<file path="src/hdl/rth_dsp_pkg.sv">
// ============================================================================
// rth_dsp_pkg
// Shared types and codes of the difference smoothing penalty unit.
// ============================================================================
package rth_dsp_pkg;

    localparam int SAMPLE_W   = 32;
    localparam int WINDOW_W   = 13;
    localparam int ORDER_CFG_W = 4;
    localparam int ORDER_W    = 5;   // holds any order up to 16
    localparam int GAIN_W     = 32;
    localparam int SUM_W      = 64;
    localparam int SCORE_W    = 63;
    localparam int CFG_IDX_W  = 4;
    localparam int CFG_DATA_W = 32;

    localparam logic [CFG_IDX_W-1:0] REG_WINDOW_FIRST = 4'd0;
    localparam logic [CFG_IDX_W-1:0] REG_WINDOW_LAST  = 4'd1;
    localparam logic [CFG_IDX_W-1:0] REG_DIFF_ORDER   = 4'd2;
    localparam logic [CFG_IDX_W-1:0] REG_GAIN         = 4'd3;

    localparam logic [WINDOW_W-1:0]    WINDOW_RESET = '0;
    localparam logic [ORDER_CFG_W-1:0] ORDER_RESET  = 4'd2;
    localparam logic [GAIN_W-1:0]      GAIN_RESET   = 32'd65536;

    typedef enum logic [2:0] {
        STATUS_OK          = 3'd0,
        STATUS_BOUNDS_EQ   = 3'd1,
        STATUS_LAST_BEYOND = 3'd2,
        STATUS_FIRST_BELOW = 3'd3,
        STATUS_ORDER_LARGE = 3'd4
    } status_t;

    typedef enum logic [3:0] {
        ST_IDLE,
        ST_CASCADE,
        ST_SQUARE,
        ST_ACCUM,
        ST_COUNT,
        ST_CHECK,
        ST_MUL_LO,
        ST_MUL_HI,
        ST_SCALE,
        ST_EMIT
    } state_t;

    // Commands from the sequencer to the datapath
    typedef struct packed {
        logic load_x;
        logic diff_step;
        logic store_only;
        logic square;
        logic accum;
        logic mul_lo;
        logic mul_hi;
        logic scale;
        logic clear;
    } ctl_t;

endpackage

</file>
<file path="src/hdl/rth_dsp_ctrl.sv">
// ============================================================================
// rth_dsp_ctrl
// Sequencer: element position, window tracking, stage walk and status check.
// ============================================================================
module rth_dsp_ctrl #(
    parameter int MAX_ORDER  = 8,
    parameter int MAX_LENGTH = 4096,
    parameter int SW         = 3
) (
    input  logic                                   aclk,
    input  logic                                   aresetn,
    input  logic                                   s_valid,
    input  logic                                   s_final_element,
    input  logic [rth_dsp_pkg::WINDOW_W-1:0]       window_first,
    input  logic [rth_dsp_pkg::WINDOW_W-1:0]       window_last,
    input  logic [rth_dsp_pkg::ORDER_CFG_W-1:0]    diff_order,
    input  logic                                   out_free,
    output logic                                   in_ready,
    output rth_dsp_pkg::ctl_t                      ctl,
    output logic [SW-1:0]                          stage_idx,
    output rth_dsp_pkg::status_t                   status
);

    localparam int PW = $clog2(MAX_LENGTH + 1);
    localparam int VW = ((PW > rth_dsp_pkg::WINDOW_W) ? PW : rth_dsp_pkg::WINDOW_W) + 1;
    localparam int OW = rth_dsp_pkg::ORDER_W;
    localparam logic [PW-1:0] LEN_MAX = PW'(MAX_LENGTH);
    localparam logic [OW-1:0] R_MAX   = OW'(MAX_ORDER);

    rth_dsp_pkg::state_t  state_reg, state_next;
    logic [PW-1:0]        position_reg, position_next;
    logic [PW-1:0]        count_reg, count_next;
    logic [OW-1:0]        k_reg, k_next;
    logic                 last_reg, last_next;
    rth_dsp_pkg::status_t status_reg, status_next;

    logic            whole;
    logic [VW-1:0]   lo_v, hi_v, n_v, pos_inc, last_v, order_v;
    logic            room, in_win;
    logic [OW-1:0]   order_w, r_v;

    always_comb begin
        whole   = (window_first == '0) && (window_last == '0);
        lo_v    = whole ? VW'(1) : VW'(window_first);
        last_v  = VW'(window_last);
        n_v     = VW'(position_reg);
        hi_v    = whole ? n_v : last_v;
        pos_inc = n_v + VW'(1);
        room    = position_reg < LEN_MAX;
        in_win  = room && (pos_inc >= lo_v) && (whole || (pos_inc <= last_v));
        order_w = OW'(diff_order);
        order_v = VW'(diff_order);
        r_v     = (order_w > R_MAX) ? R_MAX : order_w;
    end

    always_comb begin
        state_next    = state_reg;
        position_next = position_reg;
        count_next    = count_reg;
        k_next        = k_reg;
        last_next     = last_reg;
        status_next   = status_reg;
        ctl           = '0;
        unique case (state_reg)
            rth_dsp_pkg::ST_IDLE: begin
                if (s_valid) begin
                    ctl.load_x = 1'b1;
                    last_next  = s_final_element;
                    k_next     = '0;
                    if (room) begin
                        position_next = position_reg + PW'(1);
                    end
                    if (in_win) begin
                        state_next = rth_dsp_pkg::ST_CASCADE;
                    end else if (s_final_element) begin
                        state_next = rth_dsp_pkg::ST_CHECK;
                    end
                end
            end
            rth_dsp_pkg::ST_CASCADE: begin
                if (k_reg == r_v) begin
                    state_next = rth_dsp_pkg::ST_SQUARE;
                end else if (VW'(count_reg) == VW'(k_reg)) begin
                    // first arrival at this stage only primes it
                    ctl.store_only = 1'b1;
                    state_next     = rth_dsp_pkg::ST_COUNT;
                end else begin
                    ctl.diff_step = 1'b1;
                    k_next        = k_reg + OW'(1);
                end
            end
            rth_dsp_pkg::ST_SQUARE: begin
                ctl.square = 1'b1;
                state_next = rth_dsp_pkg::ST_ACCUM;
            end
            rth_dsp_pkg::ST_ACCUM: begin
                ctl.accum  = 1'b1;
                state_next = rth_dsp_pkg::ST_COUNT;
            end
            rth_dsp_pkg::ST_COUNT: begin
                if (count_reg < LEN_MAX) begin
                    count_next = count_reg + PW'(1);
                end
                state_next = last_reg ? rth_dsp_pkg::ST_CHECK : rth_dsp_pkg::ST_IDLE;
            end
            rth_dsp_pkg::ST_CHECK: begin
                priority if (hi_v == lo_v) begin
                    status_next = rth_dsp_pkg::STATUS_BOUNDS_EQ;
                end else if (hi_v > n_v) begin
                    status_next = rth_dsp_pkg::STATUS_LAST_BEYOND;
                end else if (lo_v == '0) begin
                    status_next = rth_dsp_pkg::STATUS_FIRST_BELOW;
                end else if ((hi_v < lo_v) || (order_v >= (hi_v - lo_v))
                             || (order_w > R_MAX)) begin
                    status_next = rth_dsp_pkg::STATUS_ORDER_LARGE;
                end else begin
                    status_next = rth_dsp_pkg::STATUS_OK;
                end
                state_next = (status_next == rth_dsp_pkg::STATUS_OK)
                             ? rth_dsp_pkg::ST_MUL_LO : rth_dsp_pkg::ST_EMIT;
            end
            rth_dsp_pkg::ST_MUL_LO: begin
                ctl.mul_lo = 1'b1;
                state_next = rth_dsp_pkg::ST_MUL_HI;
            end
            rth_dsp_pkg::ST_MUL_HI: begin
                ctl.mul_hi = 1'b1;
                state_next = rth_dsp_pkg::ST_SCALE;
            end
            rth_dsp_pkg::ST_SCALE: begin
                ctl.scale  = 1'b1;
                state_next = rth_dsp_pkg::ST_EMIT;
            end
            rth_dsp_pkg::ST_EMIT: begin
                if (out_free) begin
                    ctl.clear     = 1'b1;
                    position_next = '0;
                    count_next    = '0;
                    state_next    = rth_dsp_pkg::ST_IDLE;
                end
            end
            default: begin
                state_next = rth_dsp_pkg::ST_IDLE;
            end
        endcase
    end

    always_ff @(posedge aclk) begin
        if (!aresetn) begin
            state_reg    <= rth_dsp_pkg::ST_IDLE;
            position_reg <= '0;
            count_reg    <= '0;
            k_reg        <= '0;
            last_reg     <= 1'b0;
            status_reg   <= rth_dsp_pkg::STATUS_OK;
        end else begin
            state_reg    <= state_next;
            position_reg <= position_next;
            count_reg    <= count_next;
            k_reg        <= k_next;
            last_reg     <= last_next;
            status_reg   <= status_next;
        end
    end

    assign in_ready  = (state_reg == rth_dsp_pkg::ST_IDLE);
    assign stage_idx = k_reg[SW-1:0];
    assign status    = status_reg;

    a_stage_in_range: assert property (@(posedge aclk) disable iff (!aresetn)
        (state_reg == rth_dsp_pkg::ST_CASCADE) |-> (k_reg <= R_MAX))
        else $error("stage index past deepest stage");

    a_count_le_pos: assert property (@(posedge aclk) disable iff (!aresetn)
        count_reg <= position_reg)
        else $error("window count ahead of position");

    a_clear_resets: assert property (@(posedge aclk) disable iff (!aresetn)
        ctl.clear |=> (position_reg == '0) && (count_reg == '0))
        else $error("vector state not cleared after result");

endmodule

</file>
<file path="src/hdl/rth_dsp_datapath.sv">
// ============================================================================
// rth_dsp_datapath
// Stage registers, shared subtractor and multiplier, square-sum accumulator.
// ============================================================================
module rth_dsp_datapath #(
    parameter int MAX_ORDER = 8,
    parameter int SW        = 3
) (
    input  logic                                 aclk,
    input  logic                                 aresetn,
    input  rth_dsp_pkg::ctl_t                    ctl,
    input  logic [SW-1:0]                        stage_idx,
    input  logic signed [rth_dsp_pkg::SAMPLE_W-1:0] s_sample,
    input  logic [rth_dsp_pkg::GAIN_W-1:0]       gain,
    output logic [rth_dsp_pkg::SCORE_W-1:0]      score
);

    localparam int DW = rth_dsp_pkg::SAMPLE_W + MAX_ORDER + 1;
    localparam int XW = DW - rth_dsp_pkg::SAMPLE_W;
    localparam logic [rth_dsp_pkg::SUM_W-1:0] P_HI_LIMIT = 64'h0000_8000_0000_0000;
    localparam logic [rth_dsp_pkg::SUM_W-1:0] SCORE_MAX  = 64'h7FFF_FFFF_FFFF_FFFF;

    logic signed [DW-1:0] stage_reg [MAX_ORDER];
    logic signed [DW-1:0] x_reg;
    logic [63:0]          prod_reg;
    logic [63:0]          plo_reg;
    logic [63:0]          sum_reg;
    logic                 sat_reg;
    logic                 big_reg;
    logic [rth_dsp_pkg::SCORE_W-1:0] score_reg;

    logic signed [DW-1:0] prev;
    logic [DW-1:0]        mag;
    logic [31:0]          op_a, op_b;
    logic [63:0]          mul_out;
    logic [64:0]          acc_sum;
    logic [63:0]          scaled;

    always_comb begin
        prev = stage_reg[stage_idx];
        mag  = x_reg[DW-1] ? DW'(-x_reg) : DW'(x_reg);
        op_a = mag[31:0];
        op_b = mag[31:0];
        if (ctl.mul_lo) begin
            op_a = sum_reg[31:0];
            op_b = gain;
        end else if (ctl.mul_hi) begin
            op_a = sum_reg[63:32];
            op_b = gain;
        end
        mul_out = {32'd0, op_a} * {32'd0, op_b};
        acc_sum = {1'b0, sum_reg} + {1'b0, prod_reg};
        // prod_reg holds the high partial product during the scale step
        scaled  = {1'b0, prod_reg[46:0], 16'd0} + {16'd0, plo_reg[63:16]};
    end

    always_ff @(posedge aclk) begin
        if (!aresetn) begin
            for (int i = 0; i < MAX_ORDER; i++) begin
                stage_reg[i] <= '0;
            end
            sum_reg <= '0;
            sat_reg <= 1'b0;
        end else if (ctl.clear) begin
            for (int i = 0; i < MAX_ORDER; i++) begin
                stage_reg[i] <= '0;
            end
            sum_reg <= '0;
            sat_reg <= 1'b0;
        end else begin
            if (ctl.diff_step || ctl.store_only) begin
                stage_reg[stage_idx] <= x_reg;
            end
            if (ctl.accum && !sat_reg) begin
                if (big_reg || acc_sum[64]) begin
                    sum_reg <= '1;
                    sat_reg <= 1'b1;
                end else begin
                    sum_reg <= acc_sum[63:0];
                end
            end
        end
    end

    always_ff @(posedge aclk) begin
        if (ctl.load_x) begin
            x_reg <= {{XW{s_sample[rth_dsp_pkg::SAMPLE_W-1]}}, s_sample};
        end else if (ctl.diff_step) begin
            x_reg <= x_reg - prev;
        end
        if (ctl.square || ctl.mul_lo || ctl.mul_hi) begin
            prod_reg <= mul_out;
        end
        if (ctl.square) begin
            big_reg <= |mag[DW-1:32];
        end
        if (ctl.mul_hi) begin
            plo_reg <= prod_reg;
        end
        if (ctl.scale) begin
            if (prod_reg >= P_HI_LIMIT || scaled > SCORE_MAX) begin
                score_reg <= SCORE_MAX[rth_dsp_pkg::SCORE_W-1:0];
            end else begin
                score_reg <= scaled[rth_dsp_pkg::SCORE_W-1:0];
            end
        end
    end

    assign score = score_reg;

endmodule

</file>
<file path="src/hdl/rth_difference_smoothing_penalty_unit.sv">
// ============================================================================
// rth_difference_smoothing_penalty_unit
// Sum of squared order-r differences over a window, scaled by a gain.
// ============================================================================
// Usage:
//   Elements enter on s_sample / s_final_element (valid/ready). Each element
//   inside the window is walked through the difference stages one stage a
//   cycle by a shared subtractor, then squared and accumulated through one
//   shared 32x32 multiplier. The request marked final produces one result
//   on m_score / m_status (valid/ready); all other requests produce none.
//   An element outside the window skips the stages; one that primes stage t
//   stops there, and only a full order-r difference is squared and summed.
//   A final element adds two partial products and the scale step, or neither
//   when the status is an error. s_ready is low while an element is in
//   flight. The result sits in an output register; a new vector may start
//   while it waits, and only the next final result waits for m_ready.
//   Configuration (cfg_*) is taken every cycle; write it only while idle.
//   Synchronous reset clears the vector state and loads register defaults
//   (whole vector, order 2, gain 1.0); no clearing pass is needed.
// ============================================================================
module rth_difference_smoothing_penalty_unit #(
    parameter int MAX_ORDER  = 8,
    parameter int MAX_LENGTH = 4096
) (
    input  logic                                     aclk,
    input  logic                                     aresetn,
    input  logic                                     s_valid,
    output logic                                     s_ready,
    input  logic signed [rth_dsp_pkg::SAMPLE_W-1:0]  s_sample,
    input  logic                                     s_final_element,
    output logic                                     m_valid,
    input  logic                                     m_ready,
    output logic [rth_dsp_pkg::SCORE_W-1:0]          m_score,
    output logic [2:0]                               m_status,
    input  logic                                     cfg_valid,
    output logic                                     cfg_ready,
    input  logic [rth_dsp_pkg::CFG_IDX_W-1:0]        cfg_index,
    input  logic [rth_dsp_pkg::CFG_DATA_W-1:0]       cfg_data
);

    localparam int SW = (MAX_ORDER > 1) ? $clog2(MAX_ORDER) : 1;

    logic [rth_dsp_pkg::WINDOW_W-1:0]    first_reg;
    logic [rth_dsp_pkg::WINDOW_W-1:0]    last_reg;
    logic [rth_dsp_pkg::ORDER_CFG_W-1:0] order_reg;
    logic [rth_dsp_pkg::GAIN_W-1:0]      gain_reg;

    logic                            m_valid_reg;
    logic [rth_dsp_pkg::SCORE_W-1:0] m_score_reg;
    rth_dsp_pkg::status_t            m_status_reg;

    rth_dsp_pkg::ctl_t               ctl;
    logic [SW-1:0]                   stage_idx;
    rth_dsp_pkg::status_t            status;
    logic [rth_dsp_pkg::SCORE_W-1:0] score;
    logic                            out_free;
    logic                            in_ready;

    assign cfg_ready = 1'b1;
    assign out_free  = !m_valid_reg || m_ready;
    assign s_ready   = in_ready;

    always_ff @(posedge aclk) begin
        if (!aresetn) begin
            first_reg <= rth_dsp_pkg::WINDOW_RESET;
            last_reg  <= rth_dsp_pkg::WINDOW_RESET;
            order_reg <= rth_dsp_pkg::ORDER_RESET;
            gain_reg  <= rth_dsp_pkg::GAIN_RESET;
        end else if (cfg_valid) begin
            unique case (cfg_index)
                rth_dsp_pkg::REG_WINDOW_FIRST: first_reg <= cfg_data[rth_dsp_pkg::WINDOW_W-1:0];
                rth_dsp_pkg::REG_WINDOW_LAST:  last_reg  <= cfg_data[rth_dsp_pkg::WINDOW_W-1:0];
                rth_dsp_pkg::REG_DIFF_ORDER:   order_reg <= cfg_data[rth_dsp_pkg::ORDER_CFG_W-1:0];
                rth_dsp_pkg::REG_GAIN:         gain_reg  <= cfg_data[rth_dsp_pkg::GAIN_W-1:0];
                default: begin
                end
            endcase
        end
    end

    rth_dsp_ctrl #(
        .MAX_ORDER  (MAX_ORDER),
        .MAX_LENGTH (MAX_LENGTH),
        .SW         (SW)
    ) u_ctrl (
        .aclk            (aclk),
        .aresetn         (aresetn),
        .s_valid         (s_valid),
        .s_final_element (s_final_element),
        .window_first    (first_reg),
        .window_last     (last_reg),
        .diff_order      (order_reg),
        .out_free        (out_free),
        .in_ready        (in_ready),
        .ctl             (ctl),
        .stage_idx       (stage_idx),
        .status          (status)
    );

    rth_dsp_datapath #(
        .MAX_ORDER (MAX_ORDER),
        .SW        (SW)
    ) u_datapath (
        .aclk      (aclk),
        .aresetn   (aresetn),
        .ctl       (ctl),
        .stage_idx (stage_idx),
        .s_sample  (s_sample),
        .gain      (gain_reg),
        .score     (score)
    );

    always_ff @(posedge aclk) begin
        if (!aresetn) begin
            m_valid_reg <= 1'b0;
        end else if (ctl.clear) begin
            m_valid_reg <= 1'b1;
        end else if (m_ready) begin
            m_valid_reg <= 1'b0;
        end
    end

    always_ff @(posedge aclk) begin
        if (ctl.clear) begin
            m_status_reg <= status;
            m_score_reg  <= (status == rth_dsp_pkg::STATUS_OK) ? score : '0;
        end
    end

    assign m_valid  = m_valid_reg;
    assign m_score  = m_score_reg;
    assign m_status = m_status_reg;

    a_load_when_free: assert property (@(posedge aclk) disable iff (!aresetn)
        ctl.clear |-> out_free)
        else $error("result loaded over a pending one");

    a_busy_no_accept: assert property (@(posedge aclk) disable iff (!aresetn)
        (ctl.diff_step || ctl.square || ctl.mul_lo) |-> !s_ready)
        else $error("input ready while an element is in flight");

    a_error_zero: assert property (@(posedge aclk) disable iff (!aresetn)
        (m_valid_reg && m_status_reg != rth_dsp_pkg::STATUS_OK) |-> (m_score_reg == '0))
        else $error("error result with nonzero score");

endmodule

</file>
<file path="config.mk">
export PLATFORM = sky130hd
export DESIGN_NAME = rth_difference_smoothing_penalty_unit
export DESIGN_NICKNAME = d
export VERILOG_FILES = /design/src/hdl/rth_dsp_pkg.sv /design/src/hdl/rth_dsp_ctrl.sv /design/src/hdl/rth_dsp_datapath.sv /design/src/hdl/rth_difference_smoothing_penalty_unit.sv
export SDC_FILE = /design/constraint.sdc
export NUM_CORES = 2
export LEC_CHECK = 0
export BUFFER_PORTS_ARGS = -buffer_cell sky130_fd_sc_hd__buf_4
export CAP_MARGIN = 0
export CORE_AREA = 2 2 388 390
export CTS_CLUSTER_DIAMETER = 100
export DETAILED_ROUTE_END_ITERATION = 8
export DIE_AREA = 0 0 390 392
export PLACE_DENSITY_LB_ADDON = 0.12
export SYNTH_ARGS = -nofsm -noshare
export SYNTH_HDL_FRONTEND = slang
export SYNTH_SLANG_ARGS = --single-unit
</file>
<file path="constraint.sdc">
create_clock -name aclk -period 9.3 [get_ports aclk]
set_input_delay 1.395 -clock aclk [delete_from_list [all_inputs] [get_ports aclk]]
set_output_delay 1.395 -clock aclk [all_outputs]
set_load 0.05 [all_outputs]
</file>
After elaboration in Yosys (flattened, before gate mapping) --
Memory sizes are Yosys's and may differ from the RTL's. A register that Yosys moved wholly into a read port is not among the register bits. Cells that the tools add are included.
Word-level totals: memories kept 1, latch bits 0, flip-flop bits (word level) 466, logic and storage cells 184, output and inout port bits 69, bits in read-only memories 0, memory bits (writable) 328
Operators by class: reductions and logical operators 40, add/sub/neg operators 9, muxes and demuxes 71, bitwise gates (word level) 9, shift-type cells 0, $mul 1, divide/modulo/power cells 0, eq/ne operators 23, $lt $le $gt $ge 10
Memory list:
- u_datapath.stage_reg | words 8, bits a word 41, read ports 1, clocked after memory_dff 1, write ports 8, line rth_dsp_datapath.sv:23 | logic signed [DW-1:0] stage_reg [MAX_ORDER];
Operator list (count):
- $mux 41 | 12
- $mux 32 | 4
- $mux 13 | 6
- $add 64x64->65 | 1
- $add 63x48->64 | 1
- $ge 64x48->1 const B | 1
- $gt 64x63->1 const B | 1
- $mul 32x32->64 | 1
- $mux 64 | 1
- $pmux 13 s2 | 2
- $neg 41->41 | 1
- $reduce_or 41->1 | 1
- $sub 41x41->41 | 1
- $pmux 4 s10 | 1
- $mux 4 | 8
- $mux 3 | 9
- $add 13x1->13 const B | 2
- $logic_not 13->1 | 2
- $lt 13x13->1 const B | 2
- $mux 1 | 22
- $eq 4x2->1 const B | 4
- $eq 4x3->1 const B | 4
- $mux 5 | 3
- $add 13x1->14 const B | 1
- other kinds (32) | 72

Longest topological paths before layout --
depth after elaboration 15, mapped depth 41, depth with buffers taken out 38

Hierarchy --
Synthesis repeated with hierarchy kept, for this count alone.
Unflattened totals: cell total of the unflattened synthesis 7784, area, all modules 74699.1 um^2
By module, submodules not included:
- rth_dsp_datapath | seq. area each 17666.9 um^2, cells an instance 6837, times used 1, area each 65629.2 um^2
- rth_difference_smoothing_penalty_unit | seq. area each 3243.1 um^2, cells an instance 386, times used 1, area each 4899.7 um^2
- rth_dsp_ctrl | seq. area each 780.7 um^2, cells an instance 561, times used 1, area each 4170.2 um^2

Worst setup path after synthesis --
OpenSTA, ideal clock, no wires.
path kind reg2reg, start point reg u_datapath.x_reg[1], end point reg u_datapath.prod_reg[63], data pin, path slack -0.296 ns, arrival time 9.336 ns, clock period less this slack 9.596 ns, stages on the path, launching flop included 38, data required time 9.040 ns, cells stage by stage edfxtp_1 -> nor3_1 -> nand2_1 -> or3_1 -> or4_1 -> or3_1 -> buf_2 -> o31ai_1 -> xor2_1 -> a21oi_1 -> clkbuf_1 -> nand2_1 -> fa_1 -> inv_1 -> fa_1 -> inv_1 -> fa_1 -> inv_1 -> [2 not listed] -> fa_1 -> inv_1 -> fa_1 -> fa_1 -> inv_1 -> fa_1 -> inv_1 -> ha_1 -> clkbuf_1 -> nand4_1 -> or2_2 -> nor2_1 -> inv_1 -> o31a_1 -> a31o_2 -> o221ai_1 -> o22ai_1 -> xnor2_1
Between the ends: word-level cells in the longest chain between the ends 5, elaborated cells between the ends (all ways) 7, those cells by class add/sub: 1; mul: 1; mux: 5
Ends and longest elaborated chain:
- start: declaration | line rth_dsp_datapath.sv:24 | logic signed [DW-1:0] x_reg;
- start signal: assignment | line rth_dsp_datapath.sv:87 | x_reg <= {{XW{s_sample[rth_dsp_pkg::SAMPLE_W-1]}}, s_sample};
- start signal: assignment | line rth_dsp_datapath.sv:89 | x_reg <= x_reg - prev;
- $neg 41->41 | line rth_dsp_datapath.sv:41 | mag = x_reg[DW-1] ? DW'(-x_reg) : DW'(x_reg);
- $mux 41 (*) | line rth_dsp_datapath.sv:41
- $mux 32 | line rth_dsp_datapath.sv:47 | end else if (ctl.mul_hi) begin
- $mux 32 | line rth_dsp_datapath.sv:44 | if (ctl.mul_lo) begin
- $mul 32x32->64 (*) | line rth_dsp_datapath.sv:51 | mul_out = {32'd0, op_a} * {32'd0, op_b};
- via u_datapath.mul_out[63] | line rth_dsp_datapath.sv:35 | logic [63:0] mul_out;
- end signal: assignment | line rth_dsp_datapath.sv:92 | prod_reg <= mul_out;
- end: declaration | line rth_dsp_datapath.sv:25 | logic [63:0] prod_reg;
The timed path passes the listed nets; every way through them passes the cells marked *. A chain may end at the register's enable or synchronous reset.

Final worst setup path --
Ends and elaborated chain as after synthesis.

==> flow_metrics.tcl <==
set metrics [dict create \
    yosysWarnings 0 \
    status "finished, violations left" \
    grt_pass1_wl_um 388000 \
    crit_top_cell "fa_1" \
    vias_per_cell 5.76 \
    async_flop_share 0 \
    drc_errors 0 \
    syn2layout_area_growth_pct 19.0 \
    ys.flop_type "edfxtp_1" \
    ys_seq_area_frac 0.295 \
    fin_crit_sh 1.05 \
    drtAntennaViolNets 0 \
    initial_core_util 0.496 \
    reg2reg_from "u_datapath.x_reg[1]$_DFFE_PP_" \
    hp-class "flip-flop to flip-flop" \
    cts_buffer_depth 3 \
    antenna_found_initial 12 \
    drtPass1Iterations 6 \
    failed_checks "negative setup slack" \
    fp.dieArea_um2 153000 \
    grt_busiest_layer "met2" \
    skew_ps 64.2 \
    vias 58300 \
    wl_um 264000 \
    synth_seq_cells 781 \
    met2_usage 0.548 \
    fmax_mhz 103 \
    setup_viol 26 \
    r2r_cells 36 \
    cts.clk_slew.worst_paths_ps 60 \
    postCtsHoldBufs 0 \
    drtIter0Drc 5571 \
    die_y_um 392 \
    die_w_um 390 \
    gp_congestion 1.03 \
    fin_util 0.589 \
    synth_edf_count 611 \
    timing.final.ws_setup_ps -427 \
    slew_headroom 0.107 \
    synth_top_cell_area_share 0.249 \
    cts_max_level 3 \
    yosysTopAreaCell "edfxtp_1" \
    cp.arrival_ps 10130 \
    met3_usage 0.0662 \
    overflow 0 \
    io_pins 143 \
    netlist_area_um2 73800 \
    final-max-slew-violation-count 0 \
    worstPathRequired_ps 9700 \
    rsz0062_at_grt "yes" \
    port-buffer-count 141 \
    largest_reg_flops 328 \
    r2r_slack_ps -430 \
    min_period_ps 9730 \
    synthDistinctLibCells 86 \
    syn_nets 8939 \
    cts_num_sinks 781 \
    worst_slew_pin_slew_ps 1340 \
    final_nets 9515 \
    num_rows 142 \
    crit_path_end_kind "flip-flop" \
    avgSynthCellArea_um2 9.83 \
    syn-instance-count 7506 \
    crit_end "u_datapath.prod_reg[63]$_DFFE_PP_" \
    critPathMaxFanout 5 \
    use_met1 0.476 \
    crit_start "u_datapath.x_reg[1]$_DFFE_PP_" \
    grt_max_degree 82 \
    clock_latency_ps 720 \
    grt_usage 0.347 \
    cpPeakStageDelay_ps 600 \
    cts-root-buf "clkbuf_16" \
    hold_ws_ps 486 \
    routedWlPerCell_um 26.1 \
    netlist_top_cells_area "edfxtp_1, fa_1, ha_1, inv_1, dfxtp_1" \
    cts_tree "done" \
    drv_cap 0 \
    grt_pass1_vias 59200 \
    worst-setup-path-type "flip-flop to flip-flop" \
    core_area_um2 149000 \
    critPathSlowestCell "fa_2" \
    drive_above_1_share 0.186 \
    crit_path_start_kind "flip-flop" \
    cts_inserted_buffers 88 \
    reg2reg_to "u_datapath.prod_reg[63]$_DFFE_PP_" \
    final_hold_viol_count 0 \
    post-dp-hpwl_um 207000 \
]
[metal layers]
metal  vias up  wire (um)
met3       523      23800
met2      2517     118000
met1     29500     109000
li1      25800          -
met5         -          0
met4         0      12400
[how the worst min path moves through the flow]
stage,start,endpoint,slack [ps],depth (start not counted)
after floorplan,u_ctrl.status[0]$_SDFFE_PN0N_,m_status[0]$_DFFE_PP_,430,0
after global placement,u_ctrl.last_reg$_SDFFE_PN0P_,u_ctrl.last_reg$_SDFFE_PN0P_,470,2
after detailed placement,u_ctrl.last_reg$_SDFFE_PN0P_,u_ctrl.last_reg$_SDFFE_PN0P_,470,2
after CTS,u_ctrl.last_reg$_SDFFE_PN0P_,u_ctrl.last_reg$_SDFFE_PN0P_,480,2
after global routing,u_ctrl.status[1]$_SDFFE_PN0N_,m_status[1]$_DFFE_PP_,500,0
final,u_ctrl.last_reg$_SDFFE_PN0P_,u_ctrl.last_reg$_SDFFE_PN0P_,490,2
[metrics by stage]
step                      setup WS [ps]  instance area [um2]  instances  TNS, ps
after floorplan                   -13.1                73800       7506    -13.1
after global placement            -1100                81600       9831   -20910
after detailed placement          -1040                81600       9831   -20850
after CTS                          -397                86300      10100    -4760
after global routing               -703                87800      10100   -14200
final                              -427                87800      10100    -6230
[final cells by class]
cell class	count	area, um2
Antenna cell	8	20.0
Clock buffer	125	2470
Clock inverter	39	577
Fill cell	13000	61100
Inverter	1005	3770
Multi-Input combinational cell	5304	48700
Sequential cell	781	21800
Tap cell	1944	2430
Timing Repair Buffer	902	8000
[critical path, delay by kind of cell, from the launching register on]
family          cells  cell delay [ps]
buf+inv            10              830
fa+ha+maj           9             4560
xor+xnor            2              290
simple gates        9             1990
flops               1              420
compound gates      6             1330
[Yosys cell counts, types with 10 or more instances]
master	count
inv_1	1002
buf_1	25
clkbuf_1	354
or2_2	14
o22ai_1	32
xor2_1	121
o21bai_1	35
fa_1	900
a21boi_0	11
o21ai_1	18
nor2b_1	27
a31oi_1	26
mux4_2	82
mux2i_1	79
o31ai_1	24
nor2_1	753
nand3_1	70
ha_1	459
xnor2_1	136
o21ai_0	248
nor3_1	60
nand4_1	67
nand2b_1	82
or3_1	23
nand2_1	815
o21a_1	54
or4_1	10
and3_1	43
nor4_1	18
dfxtp_1	170
a21oi_1	381
buf_2	31
o221ai_1	14
a21o_1	125
a211oi_1	27
and2_1	396
o211ai_1	21
edfxtp_1	611
[logic make-up after synthesis]
family | share of synthesized area
multiplexers | 0.0362
AO/OA/AOI/OAI | 0.0923
buffers and inverters | 0.0732
other | 0.0000508
AND/OR/NAND/NOR | 0.151
XOR/XNOR | 0.0305
adder cells (fa/ha/maj) | 0.322
flip-flops | 0.295
[cell usage in the layout, fill, tap and decap left out, types with 128 or more instances in the layout]
master and instances:
fa_1 857, inv_1 974, nand2_1 787, ha_1 427, o21ai_0 200, buf_4 763, edfxtp_1 611, dfxtp_1 167
nor2_1 717, xnor2_1 128, and2_1 395, a21oi_1 338
[repair_timing]
action / in CTS / in global routing
pin swaps: 142 / 139
endpoints found under the setup margin: 34 / 41
buffers inserted: 71 / 39
cloned: 0 / 5
resized for setup: 260 / 222
Power is not shown: default switching activity piles up to over one toggle a cycle in this logic, so the estimate is an artifact.
